===== src/design/mbsd_pkg.sv =====
// Package for the multiplexed BCD stopwatch display.
// Holds digit count, register indexes, payload structs and the segment font.
// No dependencies.
package mbsd_pkg;

  localparam int NUM_DIGITS   = 6;
  localparam int POS_W        = $clog2(NUM_DIGITS);
  localparam int DIGIT_W      = 4;
  localparam int SEG_W        = 8;
  localparam int SLOT_W       = 8;
  localparam int PERIOD_W     = 16;
  localparam int CFG_DATA_W   = 16;
  localparam int CFG_INDEX_W  = 1;

  localparam logic [POS_W-1:0]       DOT_POSITION    = POS_W'(2);
  localparam logic [SLOT_W-1:0]      SLOT_TICKS_RST  = SLOT_W'(1);
  localparam logic [PERIOD_W-1:0]    COUNT_PERIOD_RST = PERIOD_W'(98);
  localparam logic [PERIOD_W-1:0]    ELAPSED_MAX     = '1;
  localparam logic [DIGIT_W-1:0]     DIGIT_MAX       = DIGIT_W'(9);
  localparam logic [SEG_W-1:0]       SEG_DOT         = 8'h80;

  typedef enum logic [CFG_INDEX_W-1:0] {
    REG_SLOT_TICKS   = 1'b0,
    REG_COUNT_PERIOD = 1'b1
  } cfg_reg_t;

  typedef struct packed {
    logic [SLOT_W-1:0]   slot_ticks;
    logic [PERIOD_W-1:0] count_period;
  } cfg_t;

  typedef struct packed {
    logic [NUM_DIGITS-1:0] digit_select_n;
    logic [SEG_W-1:0]      segments;
  } result_t;

  function automatic logic [SEG_W-1:0] seg_font(input logic [DIGIT_W-1:0] d);
    logic [SEG_W-1:0] s;
    case (d)
      4'd0:    s = 8'h3F;
      4'd1:    s = 8'h06;
      4'd2:    s = 8'h5B;
      4'd3:    s = 8'h4F;
      4'd4:    s = 8'h66;
      4'd5:    s = 8'h6D;
      4'd6:    s = 8'h7D;
      4'd7:    s = 8'h07;
      4'd8:    s = 8'h7F;
      4'd9:    s = 8'h67;
      default: s = 8'h00;
    endcase
    return s;
  endfunction

  function automatic logic [DIGIT_W-1:0] next_decimal(input logic [DIGIT_W-1:0] d);
    return (d >= DIGIT_MAX) ? '0 : d + DIGIT_W'(1);
  endfunction

endpackage


===== src/design/mbsd_ifs.sv =====
// Stream interfaces for the stopwatch display: tick input and display output.
// Depends on mbsd_pkg for payload widths.
interface mbsd_tick_if;
  logic valid;
  logic ready;
  logic tick;

  modport source (output valid, output tick, input ready);
  modport sink   (input valid, input tick, output ready);
endinterface

interface mbsd_disp_if;
  import mbsd_pkg::*;
  logic                  valid;
  logic                  ready;
  logic [NUM_DIGITS-1:0] digit_select_n;
  logic [SEG_W-1:0]      segments;

  modport source (output valid, output digit_select_n, output segments, input ready);
  modport sink   (input valid, input digit_select_n, input segments, output ready);
endinterface


===== src/design/mbsd_scan.sv =====
// Scan state of the stopwatch display: digits, position, slot and elapsed counters.
// Computes the result for one beat and the next state. Depends on mbsd_pkg.
module mbsd_scan
  import mbsd_pkg::*;
(
  input  logic    clk,
  input  logic    rst,
  input  cfg_t    cfg,
  input  logic    step,
  input  logic    tick,
  output result_t result
);

  logic [DIGIT_W-1:0]  digits [NUM_DIGITS];
  logic [DIGIT_W-1:0]  digits_adv [NUM_DIGITS];
  logic [DIGIT_W-1:0]  digits_next [NUM_DIGITS];
  logic [POS_W-1:0]    pos, pos_next;
  logic [SLOT_W-1:0]   slot_cnt, slot_cnt_next;
  logic [PERIOD_W-1:0] elapsed, elapsed_next, elapsed_base;
  logic                pass_start;
  logic                carry;
  logic                slot_done;
  logic [SEG_W-1:0]    seg;

  always_comb begin
    pass_start = tick && (pos == '0) && (slot_cnt == '0) && (elapsed >= cfg.count_period);
    digits_adv = digits;
    elapsed_base = elapsed;
    carry = 1'b1;
    if (pass_start) begin
      elapsed_base = '0;
      // ripple the cascade from digit 1 upward
      for (int i = 1; i < NUM_DIGITS; i++) begin
        if (carry) begin
          digits_adv[i] = next_decimal(digits[i]);
          carry = (digits_adv[i] == '0);
        end
      end
    end

    seg = seg_font(digits_adv[pos]);
    if (pos == DOT_POSITION) begin
      seg = seg | SEG_DOT;
    end
    result.segments = seg;
    result.digit_select_n = ~(NUM_DIGITS'(1) << pos);

    slot_done = ({1'b0, slot_cnt} + 9'd1) >= {1'b0, cfg.slot_ticks};
    digits_next = digits_adv;
    elapsed_next = (elapsed_base == ELAPSED_MAX) ? elapsed_base
                                                 : elapsed_base + PERIOD_W'(1);
    if (slot_done) begin
      slot_cnt_next = '0;
      pos_next = (pos == POS_W'(NUM_DIGITS - 1)) ? '0 : pos + POS_W'(1);
      if (pos == '0) begin
        digits_next[0] = next_decimal(digits_adv[0]);
      end
    end else begin
      slot_cnt_next = slot_cnt + SLOT_W'(1);
      pos_next = pos;
    end
  end

  always_ff @(posedge clk) begin
    if (rst) begin
      for (int i = 0; i < NUM_DIGITS; i++) begin
        digits[i] <= '0;
      end
      pos      <= '0;
      slot_cnt <= '0;
      elapsed  <= '0;
    end else if (step && tick) begin
      digits   <= digits_next;
      pos      <= pos_next;
      slot_cnt <= slot_cnt_next;
      elapsed  <= elapsed_next;
    end
  end

endmodule


===== src/design/multiplexed_bcd_stopwatch_display_core.sv =====
// Top level of the multiplexed BCD stopwatch display.
// Depends on mbsd_pkg, mbsd_ifs and mbsd_scan.
//
// Usage:
//   ticks   : input stream, one beat per clock tick (tick=1 means one ms passed,
//             tick=0 gives a result with no state change).
//   display : output stream, exactly one beat per input beat, carrying the
//             active-low digit select and the segment pattern.
//   write_en/write_index/write_data : register writes (0 slot_ticks,
//             1 count_period); write them only while no beat is in flight.
// Output: the result of each accepted input beat is registered into a
//   two-entry output buffer; the scan state is updated by short counter
//   logic and a font lookup. Throughput: one beat per cycle while
//   ticks.ready is high.
// Stall: while the receiver holds ready low the buffer fills; ticks.ready
//   drops only when both entries are occupied, and no beat is lost.
// Reset (synchronous, rst high): digits, position and counters clear, the
//   buffer empties, slot_ticks returns to 1 and count_period to 98.
module multiplexed_bcd_stopwatch_display_core
  import mbsd_pkg::*;
(
  input  logic                   clk,
  input  logic                   rst,
  mbsd_tick_if.sink              ticks,
  mbsd_disp_if.source            display,
  input  logic                   write_en,
  input  logic [CFG_INDEX_W-1:0] write_index,
  input  logic [CFG_DATA_W-1:0]  write_data
);

  cfg_t    cfg;
  result_t result;
  result_t head, spare;
  logic [1:0] count;
  logic       push, pop;

  always_ff @(posedge clk) begin
    if (rst) begin
      cfg.slot_ticks   <= SLOT_TICKS_RST;
      cfg.count_period <= COUNT_PERIOD_RST;
    end else if (write_en) begin
      case (cfg_reg_t'(write_index))
        REG_SLOT_TICKS:   cfg.slot_ticks   <= write_data[SLOT_W-1:0];
        REG_COUNT_PERIOD: cfg.count_period <= write_data[PERIOD_W-1:0];
        default: ;
      endcase
    end
  end

  assign ticks.ready = (count != 2'd2);
  assign push = ticks.valid && ticks.ready;
  assign pop  = display.valid && display.ready;

  mbsd_scan u_scan (
    .clk    (clk),
    .rst    (rst),
    .cfg    (cfg),
    .step   (push),
    .tick   (ticks.tick),
    .result (result)
  );

  // Two-entry output buffer: head drives the port, spare holds a stalled beat.
  always_ff @(posedge clk) begin
    if (rst) begin
      count <= 2'd0;
    end else begin
      case (count)
        2'd0: if (push) count <= 2'd1;
        2'd1: if (push && !pop) count <= 2'd2;
              else if (!push && pop) count <= 2'd0;
        2'd2: if (pop) count <= 2'd1;
        default: count <= 2'd0;
      endcase
    end
  end

  always_ff @(posedge clk) begin
    case (count)
      2'd0: if (push) head <= result;
      2'd1: begin
        if (push && pop) head <= result;
        else if (push) spare <= result;
      end
      2'd2: if (pop) head <= spare;
      default: ;
    endcase
  end

  assign display.valid          = (count != 2'd0);
  assign display.digit_select_n = head.digit_select_n;
  assign display.segments       = head.segments;

endmodule


===== src/flat_wrapper.sv =====
// flat-port wrapper written by rule: the top's interface ports become plain ports
module multiplexed_bcd_stopwatch_display_core_flat import mbsd_pkg::*;
  (clk, rst, write_en, write_index, write_data, ticks_valid, ticks_tick, ticks_ready, display_valid, display_digit_select_n, display_segments, display_ready);
  mbsd_tick_if ticks_i ();
  mbsd_disp_if display_i ();
  input  logic clk;
  input  logic rst;
  input  logic write_en;
  input  logic [CFG_INDEX_W-1:0] write_index;
  input  logic [CFG_DATA_W-1:0] write_data;
  input wire logic [$bits(ticks_i.valid)-1:0] ticks_valid;
  input wire logic [$bits(ticks_i.tick)-1:0] ticks_tick;
  output wire logic [$bits(ticks_i.ready)-1:0] ticks_ready;
  output wire logic [$bits(display_i.valid)-1:0] display_valid;
  output wire logic [$bits(display_i.digit_select_n)-1:0] display_digit_select_n;
  output wire logic [$bits(display_i.segments)-1:0] display_segments;
  input wire logic [$bits(display_i.ready)-1:0] display_ready;
  assign ticks_i.valid = ticks_valid;
  assign ticks_i.tick = ticks_tick;
  assign ticks_ready = ticks_i.ready;
  assign display_valid = display_i.valid;
  assign display_digit_select_n = display_i.digit_select_n;
  assign display_segments = display_i.segments;
  assign display_i.ready = display_ready;
  multiplexed_bcd_stopwatch_display_core u_core (.clk(clk), .rst(rst), .ticks(ticks_i), .display(display_i), .write_en(write_en), .write_index(write_index), .write_data(write_data));
endmodule

===== config.mk =====
export PLATFORM = sky130hd
export DESIGN_NAME = multiplexed_bcd_stopwatch_display_core_flat
export DESIGN_NICKNAME = d
export VERILOG_FILES = /design/src/design/mbsd_pkg.sv /design/src/design/mbsd_ifs.sv /design/src/design/mbsd_scan.sv /design/src/design/multiplexed_bcd_stopwatch_display_core.sv /design/src/flat_wrapper.sv
export SDC_FILE = /design/constraint.sdc
export NUM_CORES = 1
export LEC_CHECK = 0
export BUFFER_PORTS_ARGS = -buffer_cell sky130_fd_sc_hd__buf_2
export CAP_MARGIN = 10
export CELL_PAD_IN_SITES_DETAIL_PLACEMENT = 1
export CELL_PAD_IN_SITES_GLOBAL_PLACEMENT = 1
export CORE_MARGIN = 2
export CORE_UTILIZATION = 23
export CTS_CLUSTER_SIZE = 30
export DETAILED_ROUTE_END_ITERATION = 8
export PLACE_DENSITY = 0.49
export RECOVER_POWER = 25
export SYNTH_ARGS = -nofsm -noshare
export SYNTH_HDL_FRONTEND = slang
export SYNTH_HIERARCHICAL = 1
export SYNTH_SLANG_ARGS = --single-unit

===== constraint.sdc =====
create_clock -name clk -period 3.3 [get_ports clk]
set_input_delay 0.33 -clock clk [delete_from_list [all_inputs] [get_ports clk]]
set_output_delay 0.33 -clock clk [all_outputs]
set_load 0.03 [all_outputs]

# Yosys cells after proc, flatten, opt, wreduce, memory -nomap -nowiden
# Memories as Yosys holds them, arrays and structs flattened.
# Index checks and enable logic that the tools add are counted.
[word_totals] out_inout_bits=16 word_cells=113 reg_bits=105 inputBits=23 romBits=112 n_memories=1
[memory_table] memory="(name not given)" depth=16 width=7 rd=1 rd_clocked_by_memory_dff=0 wr=0 line="mbsd_pkg.sv:39" source="case (d)"
[classes] eq_ne=10 bitwise=4 shift=1 n_addsub=10 magnitude_cmp=9 muxes=35 n_reduce_logical=27
[ops] cell="$mux W4" n=12
[ops] cell="$mux W14" n=3
[ops] cell="$pmux W14 S3" n=1
[ops] cell="$mux W16" n=2
[ops] cell="$ge A4 B4 Y1 const B" n=7
[ops] cell="$add A4 B1 Y4 const B" n=6
[ops] cell="$mux W20" n=1
[ops] cell="$add A16 B1 Y16 const B" n=1
[ops] cell="$eq A16 B16 Y1 const B" n=1
[ops] cell="$ge A16 B16 Y1" n=1
[ops] cell="$logic_not A4 Y1" n=4
[ops] cell="$mux W8" n=2
[ops] cell="$bmux W4 S3" n=1
[ops] cell="$add A8 B1 Y9 const B" n=1
[ops] cell="$ge A9 B8 Y1" n=1
[ops] cell="$logic_and A1 B1 Y1" n=9
[ops] cell="$reduce_and A3 Y1" n=3
[ops] cell="$add A8 B1 Y8 const B" n=1
[ops] cell="$logic_not A8 Y1" n=1
[ops] cell="$mux W2" n=4
[ops] cell="$mux W1" n=7
[ops] cell="$ne A2 B1 Y1 const B" n=3
[ops] cell="$not A6 Y6" n=1
[ops] cell="$pmux W2 S3" n=1
[ops] cell="other kinds (18)" n=22

# Logic depth before layout (Yosys ltp)
# An unclocked memory read counts as a cell.
[depth] ltp_word=20 mapped_depth=16

# Modules after synthesis
# The synthesis kept the hierarchy.
[by_module_without_submodules] module="mbsd_scan" area_per_inst_um2=4160.2 seq_area_each_um2=1021.0 cells_each=559 instances=1
[by_module_without_submodules] module="multiplexed_bcd_stopwatch_display_core" area_per_inst_um2=2037.0 seq_area_each_um2=1361.3 cells_each=170 instances=1

# Worst setup path before layout
# Ideal clock, no wire load.
[synth_timing] path_kind="reg-to-reg" startpoint="reg u_core/u_scan/digits[16] (netlist name)" endpoint="reg u_core.head (netlist bit u_core/display.segments[3]) (data pin)" arrival_time_ns=3.310 path_buffers=0 path_stages_with_launch=14 setup_slack_ns=-0.271 synth_period_minus_slack_ns=3.571 path_cell_list="dfxtp_1 > inv_2 > ha_1 > or3_4 > a2111oi_4 > and3_1 > nand2_1 > mux2_1 > a32o_2 > ha_1 > nor2_1 > a21oi_1 > o21ai_0 > mux2_4"
[synth_lines] element="start: declaration" line="mbsd_scan.sv:14" source="logic [DIGIT_W-1:0] digits [NUM_DIGITS];"
[synth_lines] element="start signal: assignment" line="mbsd_scan.sv:73" source="digits <= digits_next;"
[synth_lines] element="end signal: assignment" line="multiplexed_bcd_stopwatch_display_core.sv:80" source="2'd0: if (push) head <= result;"
[synth_lines] element="end signal: assignment" line="multiplexed_bcd_stopwatch_display_core.sv:82" source="if (push && pop) head <= result;"
[synth_lines] element="end signal: assignment" line="multiplexed_bcd_stopwatch_display_core.sv:85" source="2'd2: if (pop) head <= spare;"
[synth_lines] element="end: declaration" line="multiplexed_bcd_stopwatch_display_core.sv:33" source="result_t head, spare;"

==> impl_results.rst <==
.. list-table::
   :header-rows: 1

   * - Metric
     - Value
   * - Run status
     - complete, but fails checks
   * - Violations in the final reports
     - capacitance limit, slew limit, setup timing
   * - Maximum count of clock buffers along a single path
     - 2
   * - Path category of the worst min-delay check
     - in -> reg
   * - GRT overflow
     - 0
   * - Maximum clock rate
     - 294 MHz
   * - PwrDens
     - 373 nW/um^2
   * - Routed len/inst
     - 14.2 microns
   * - Area growth, synth to finish
     - 28.1%
   * - Compound-gate portion of the synthesized area
     - 0.132
   * - Post-synthesis instance total
     - 729
   * - Sequential share of the synthesized area
     - 0.384
   * - Portion of synthesized cell area occupied by the leading cell type
     - 0.249
   * - Final worst-path setup slack
     - -0.0961 ns
   * - Maximum number of pins on one net before global-route repair
     - 42
   * - Placement-stage cell area
     - 7290 sq um
   * - Final cycle utilization of the critical path
     - 1.03
   * - Global-route usage over all layers
     - 0.123
   * - Library cell with the largest summed area after synthesis
     - sky130_fd_sc_hd__dfxtp_1
   * - Cell area after synthesis
     - roughly 6200 sq um
   * - H-tree Lvls
     - 3
   * - Cell variety after synth
     - between 60 and 70
   * - Delay of the slowest cell on the worst path
     - ~0.40 ns
   * - Clock Pin Slew Worst Setup and Hold Paths
     - 0.08 ns
   * - Number of violations of the max-capacitance limit
     - 1
   * - Startpoint type of the worst setup path
     - flop
   * - Number of rows in the core area
     - 60
   * - Count of fill cells added during filler insertion
     - 3160
   * - Vias per std cell
     - 4.48
   * - Die Y-Extent
     - 168 microns
   * - Total negative slack
     - -0.360 ns
   * - Fraction of final layout cells sized beyond drive strength 1
     - 0.248
   * - Floorplan Core Area
     - 26700 sq um
   * - LEAKAGE
     - approximately 3 nW
   * - Crit Reg-Reg Startpoint
     - u_core/u_scan/digits[16]$_SDFFE_PP0P_
   * - RePlAce Congestion
     - 0.756
   * - Worst hold start
     - display_ready
   * - Number of synthesis warnings
     - 6
   * - Final hold violation count
     - 0
   * - Diodes inserted
     - 0
   * - Seq cells post-synth
     - 105
   * - VDD IR-drop max
     - 249 uV
   * - Largest cells by area after synthesis
     - sky130_fd_sc_hd__dfxtp_1, sky130_fd_sc_hd__edfxtp_1, sky130_fd_sc_hd__ha_1, sky130_fd_sc_hd__nand2_1, sky130_fd_sc_hd__a21oi_1
   * - Final period demand of the worst path
     - 3.40 ns
   * - XOR/XNOR share of the synthesized area
     - 0.0283
   * - Die Area
     - about 28000 sq um
   * - Cts hold-fix bufs
     - 0
   * - Post-detailed-route DRC marker count
     - 0
   * - Router iterations before antenna repair
     - 5
   * - Cell-by-cell listing of the critical path
     - inv_4, ha_4, or3_4, a2111oi_4, and3_4, nand2_4, mux2_4, a32o_2, inv_2, buf_6, ha_4, a21o_1, nand2_2, mux2_4
   * - Unrepaired setup endpoints after global routing
     - yes
   * - Number of cells on the worst reg-to-reg path
     - 14
   * - Global-route wire length before repair
     - 28.1 mm
   * - Worst slew margin relative to its limit
     - -0.314
   * - Area fraction in and, or, nand and nor cells after synthesis
     - 0.227
   * - Post-layout util
     - 0.297
   * - Routed Antenna Nets
     - 0
   * - Setup slack of the most critical reg-to-reg path
     - -0.1 ns
   * - Worst hold path endpoint
     - u_core/count[1]$_SDFFE_PP0P_
   * - Kind of critical path
     - reg -> reg
   * - Instance count along the most critical hold path
     - 2
   * - Width of the die
     - 168 microns
   * - Pwr Total
     - 2.96 mW
   * - Syn_area_per_cell
     - 8.50 sq um
   * - Nets@finish
     - 916
   * - Endpoint of the lowest-slack register-to-register path
     - u_core/display.segments[2]$_DFFE_PP_
   * - Port Buf Inserts
     - 38
   * - Synthesized-area fraction occupied by adder cells
     - 0.105
   * - Critical Path End Type
     - flop
   * - Via count of the first global-routing pass
     - 5487
   * - Detailed Route WL
     - 16.8 mm
   * - Worst-path maximum fanout
     - 5
   * - Number of antenna violations at the first check in global routing
     - 0
   * - Delay-heaviest family, CP
     - compound AO/OA/AOI/OAI gates
   * - Insertion delay of the later-clocked pin in the worst-skew pair
     - 0.36 ns
   * - Worst clock skew
     - 0.0101 ns
   * - Transition at the pin with the smallest max-transition slack
     - 1.97 ns
   * - Initial cell density of the core
     - 0.232
   * - Post-DP HPWL
     - around 12 mm
   * - Vias
     - 5322
   * - Critical path's slowest cell
     - sky130_fd_sc_hd__dfxtp_4
   * - Data arrival at the endpoint of the critical path
     - between 3 and 4 ns
   * - CTS tree
     - yes
   * - Finished Cell Area
     - slightly below 8000 sq um
   * - Clock tree sinks
     - 105
   * - EDFF count, synth
     - 28
   * - Number of buffers and inverters on the critical path
     - 3
   * - Initial drt markers
     - 148
   * - Final count of negative-setup-slack endpoints
     - 6
   * - Top-level I/O count
     - 39
   * - Dominant synthesized flop cell
     - sky130_fd_sc_hd__dfxtp_1
   * - Post-synthesis net count
     - around 800
   * - CTS buffer count
     - 9
   * - CTS root buf
     - sky130_fd_sc_hd__clkbuf_16
   * - Asr flop ratio synth
     - 0
   * - Portion of netlist area occupied by mux cells
     - 0.0642
   * - Required time at the endpoint of the critical path
     - approximately 3.4 ns
   * - Count of final max-slew check failures
     - 42
   * - Combinational family with the most area after synthesis
     - simple AND/OR/NAND/NOR gates
timing repair:
item	in CTS	in global routing
endpoints found under the setup margin	14	28
gates cloned	0	1
pin swaps	1	20
setup buffers	3	10
resized for setup	11	48
worst reg2reg max path: stages (launching register included):
cell	delay (ns)
sky130_fd_sc_hd__dfxtp_4	0.40
sky130_fd_sc_hd__inv_4	0.05
sky130_fd_sc_hd__ha_4	0.23
sky130_fd_sc_hd__or3_4	0.38
sky130_fd_sc_hd__a2111oi_4	0.39
sky130_fd_sc_hd__and3_4	0.27
sky130_fd_sc_hd__nand2_4	0.06
sky130_fd_sc_hd__mux2_4	0.29
sky130_fd_sc_hd__a32o_2	0.32
sky130_fd_sc_hd__inv_2	0.12
sky130_fd_sc_hd__buf_6	0.11
sky130_fd_sc_hd__ha_4	0.11
sky130_fd_sc_hd__a21o_1	0.12
sky130_fd_sc_hd__nand2_2	0.06
sky130_fd_sc_hd__mux2_4	0.26
area by class of cell:
class / instances / area (sq um) / area share
Sequential cell: 105 / 2390 / 0.301
Inverter: 60 / 230 / 0.0290
Clock inverter: 7 / 108 / 0.0136
Timing Repair Buffer: 129 / 877 / 0.110
Tap cell: 341 / 427 / 0.0537
Clock buffer: 9 / 225 / 0.0284
Multi-Input combinational cell: 536 / 3680 / 0.464
report_power, final:
group,switching [mW],leakage (nW),internal [mW]
Sequential,0.0182,0.843,1.36
Clock,0.553,0.160,0.682
Combinational,0.214,2.07,0.136
Total,0.786,3.08,2.17
cell usage after synthesis, types with 3 or more instances:
master,count
sky130_fd_sc_hd__mux2_2,8
sky130_fd_sc_hd__nand4_1,4
sky130_fd_sc_hd__a211oi_1,3
sky130_fd_sc_hd__mux2_4,8
sky130_fd_sc_hd__inv_1,59
sky130_fd_sc_hd__dfxtp_1,77
sky130_fd_sc_hd__or3b_2,3
sky130_fd_sc_hd__or4b_1,4
sky130_fd_sc_hd__nand4b_1,4
sky130_fd_sc_hd__xor2_1,13
sky130_fd_sc_hd__buf_2,3
sky130_fd_sc_hd__nand3b_1,7
sky130_fd_sc_hd__o21ai_0,27
sky130_fd_sc_hd__nand2b_1,6
sky130_fd_sc_hd__mux2_1,4
sky130_fd_sc_hd__mux2i_1,12
sky130_fd_sc_hd__and2_1,6
sky130_fd_sc_hd__nand2_1,116
sky130_fd_sc_hd__nor4_1,7
sky130_fd_sc_hd__clkbuf_1,20
sky130_fd_sc_hd__xnor2_1,7
sky130_fd_sc_hd__a21boi_0,4
sky130_fd_sc_hd__nand3_1,27
sky130_fd_sc_hd__nor2b_1,6
sky130_fd_sc_hd__or3_1,7
sky130_fd_sc_hd__ha_1,52
sky130_fd_sc_hd__a21o_1,6
sky130_fd_sc_hd__buf_1,3
sky130_fd_sc_hd__and3_1,10
sky130_fd_sc_hd__nor3_1,15
sky130_fd_sc_hd__a21oi_1,65
sky130_fd_sc_hd__edfxtp_1,28
sky130_fd_sc_hd__a31oi_1,7
sky130_fd_sc_hd__nor2_1,64
per-layer routing:
layer	routed length, microns	global-route usage	share of wire	vias to the layer above
met3	322	0.0190	0.019	12
met4	206	0.0307	0.012	0
li1	-	-	-	2735
met5	0	0	0	-
met1	8300	0.163	0.49	2527
met2	7990	0.208	0.48	48
cells in the final DEF (no fill, tap or decap), types with 5 or more instances in the layout:
master and n:
sky130_fd_sc_hd__nand2_1 112, sky130_fd_sc_hd__buf_4 87, sky130_fd_sc_hd__dfxtp_1 74, sky130_fd_sc_hd__nor2_1 61, sky130_fd_sc_hd__a21oi_1 59, sky130_fd_sc_hd__inv_1 56
sky130_fd_sc_hd__ha_1 45, sky130_fd_sc_hd__buf_2 28, sky130_fd_sc_hd__edfxtp_1 28, sky130_fd_sc_hd__nand3_1 24, sky130_fd_sc_hd__o21ai_0 18, sky130_fd_sc_hd__nor3_1 15
sky130_fd_sc_hd__xor2_1 13, sky130_fd_sc_hd__clkbuf_1 11, sky130_fd_sc_hd__mux2i_1 11, sky130_fd_sc_hd__mux2_4 10, sky130_fd_sc_hd__clkbuf_16 9, sky130_fd_sc_hd__and3_1 9
sky130_fd_sc_hd__mux2_2 8, sky130_fd_sc_hd__o21ai_2 7, sky130_fd_sc_hd__nand3b_1 7, sky130_fd_sc_hd__or3_1 7, sky130_fd_sc_hd__a31oi_1 7, sky130_fd_sc_hd__xnor2_1 7
sky130_fd_sc_hd__nand2b_1 6, sky130_fd_sc_hd__a21o_1 6, sky130_fd_sc_hd__and2_1 6, sky130_fd_sc_hd__a21oi_2 6, sky130_fd_sc_hd__nor4_1 6, sky130_fd_sc_hd__ha_4 6
sky130_fd_sc_hd__nor2b_1 5, sky130_fd_sc_hd__o21ai_1 5
flip-flops by register name (all words and copies together) (netlist names):
register	cells
u_core/spare	14
u_core/u_scan/pos	3
u_core/cfg	24
u_core/u_scan/slot_cnt	8
u_core/count	2
u_core/display.segments	8
u_core/u_scan/digits	24
u_core/display.digit_select_n	6
u_core/u_scan/elapsed	16
cell families after synthesis:
kind of cell / count (synthesis)
flip-flops: 105
buffers and inverters: 89
adder cells (fa/ha/maj): 52
AND/OR/NAND/NOR: 295
XOR/XNOR: 20
AO/OA/AOI/OAI: 135
multiplexers: 33
worst max-delay path by stage:
stage,startpoint,end,slack (ns),depth (start not counted)
finish,u_core/u_scan/digits[16]$_SDFFE_PP0P_,u_core/display.segments[2]$_DFFE_PP_,-0.1,14
global route,u_core/u_scan/digits[16]$_SDFFE_PP0P_,u_core/display.segments[3]$_DFFE_PP_,-0.26,15
CTS,u_core/u_scan/digits[16]$_SDFFE_PP0P_,u_core/display.segments[3]$_DFFE_PP_,-0.11,14
detailed placement,u_core/u_scan/digits[16]$_SDFFE_PP0P_,u_core/display.segments[1]$_DFFE_PP_,-0.27,13
global placement,u_core/u_scan/digits[16]$_SDFFE_PP0P_,u_core/display.segments[1]$_DFFE_PP_,-0.23,13
floorplan,u_core/u_scan/digits[17]$_SDFFE_PP0P_,u_core/display.segments[3]$_DFFE_PP_,-0.09,13
metrics by stage:
step | hold WS [ns] | worst slack, ns | cells
3_3_place_gp | 0.444 | -0.232 | 1157
4_1_cts | 0.160 | -0.113 | 1176
3_5_place_dp | 0.450 | -0.271 | 1157
5_1_grt | 0.170 | -0.263 | 1187
2_1_floorplan | 0.400 | -0.0907 | 729
6_report | 0.182 | -0.0961 | 1187
No activity file was read; power rests on OpenSTA's default activity.
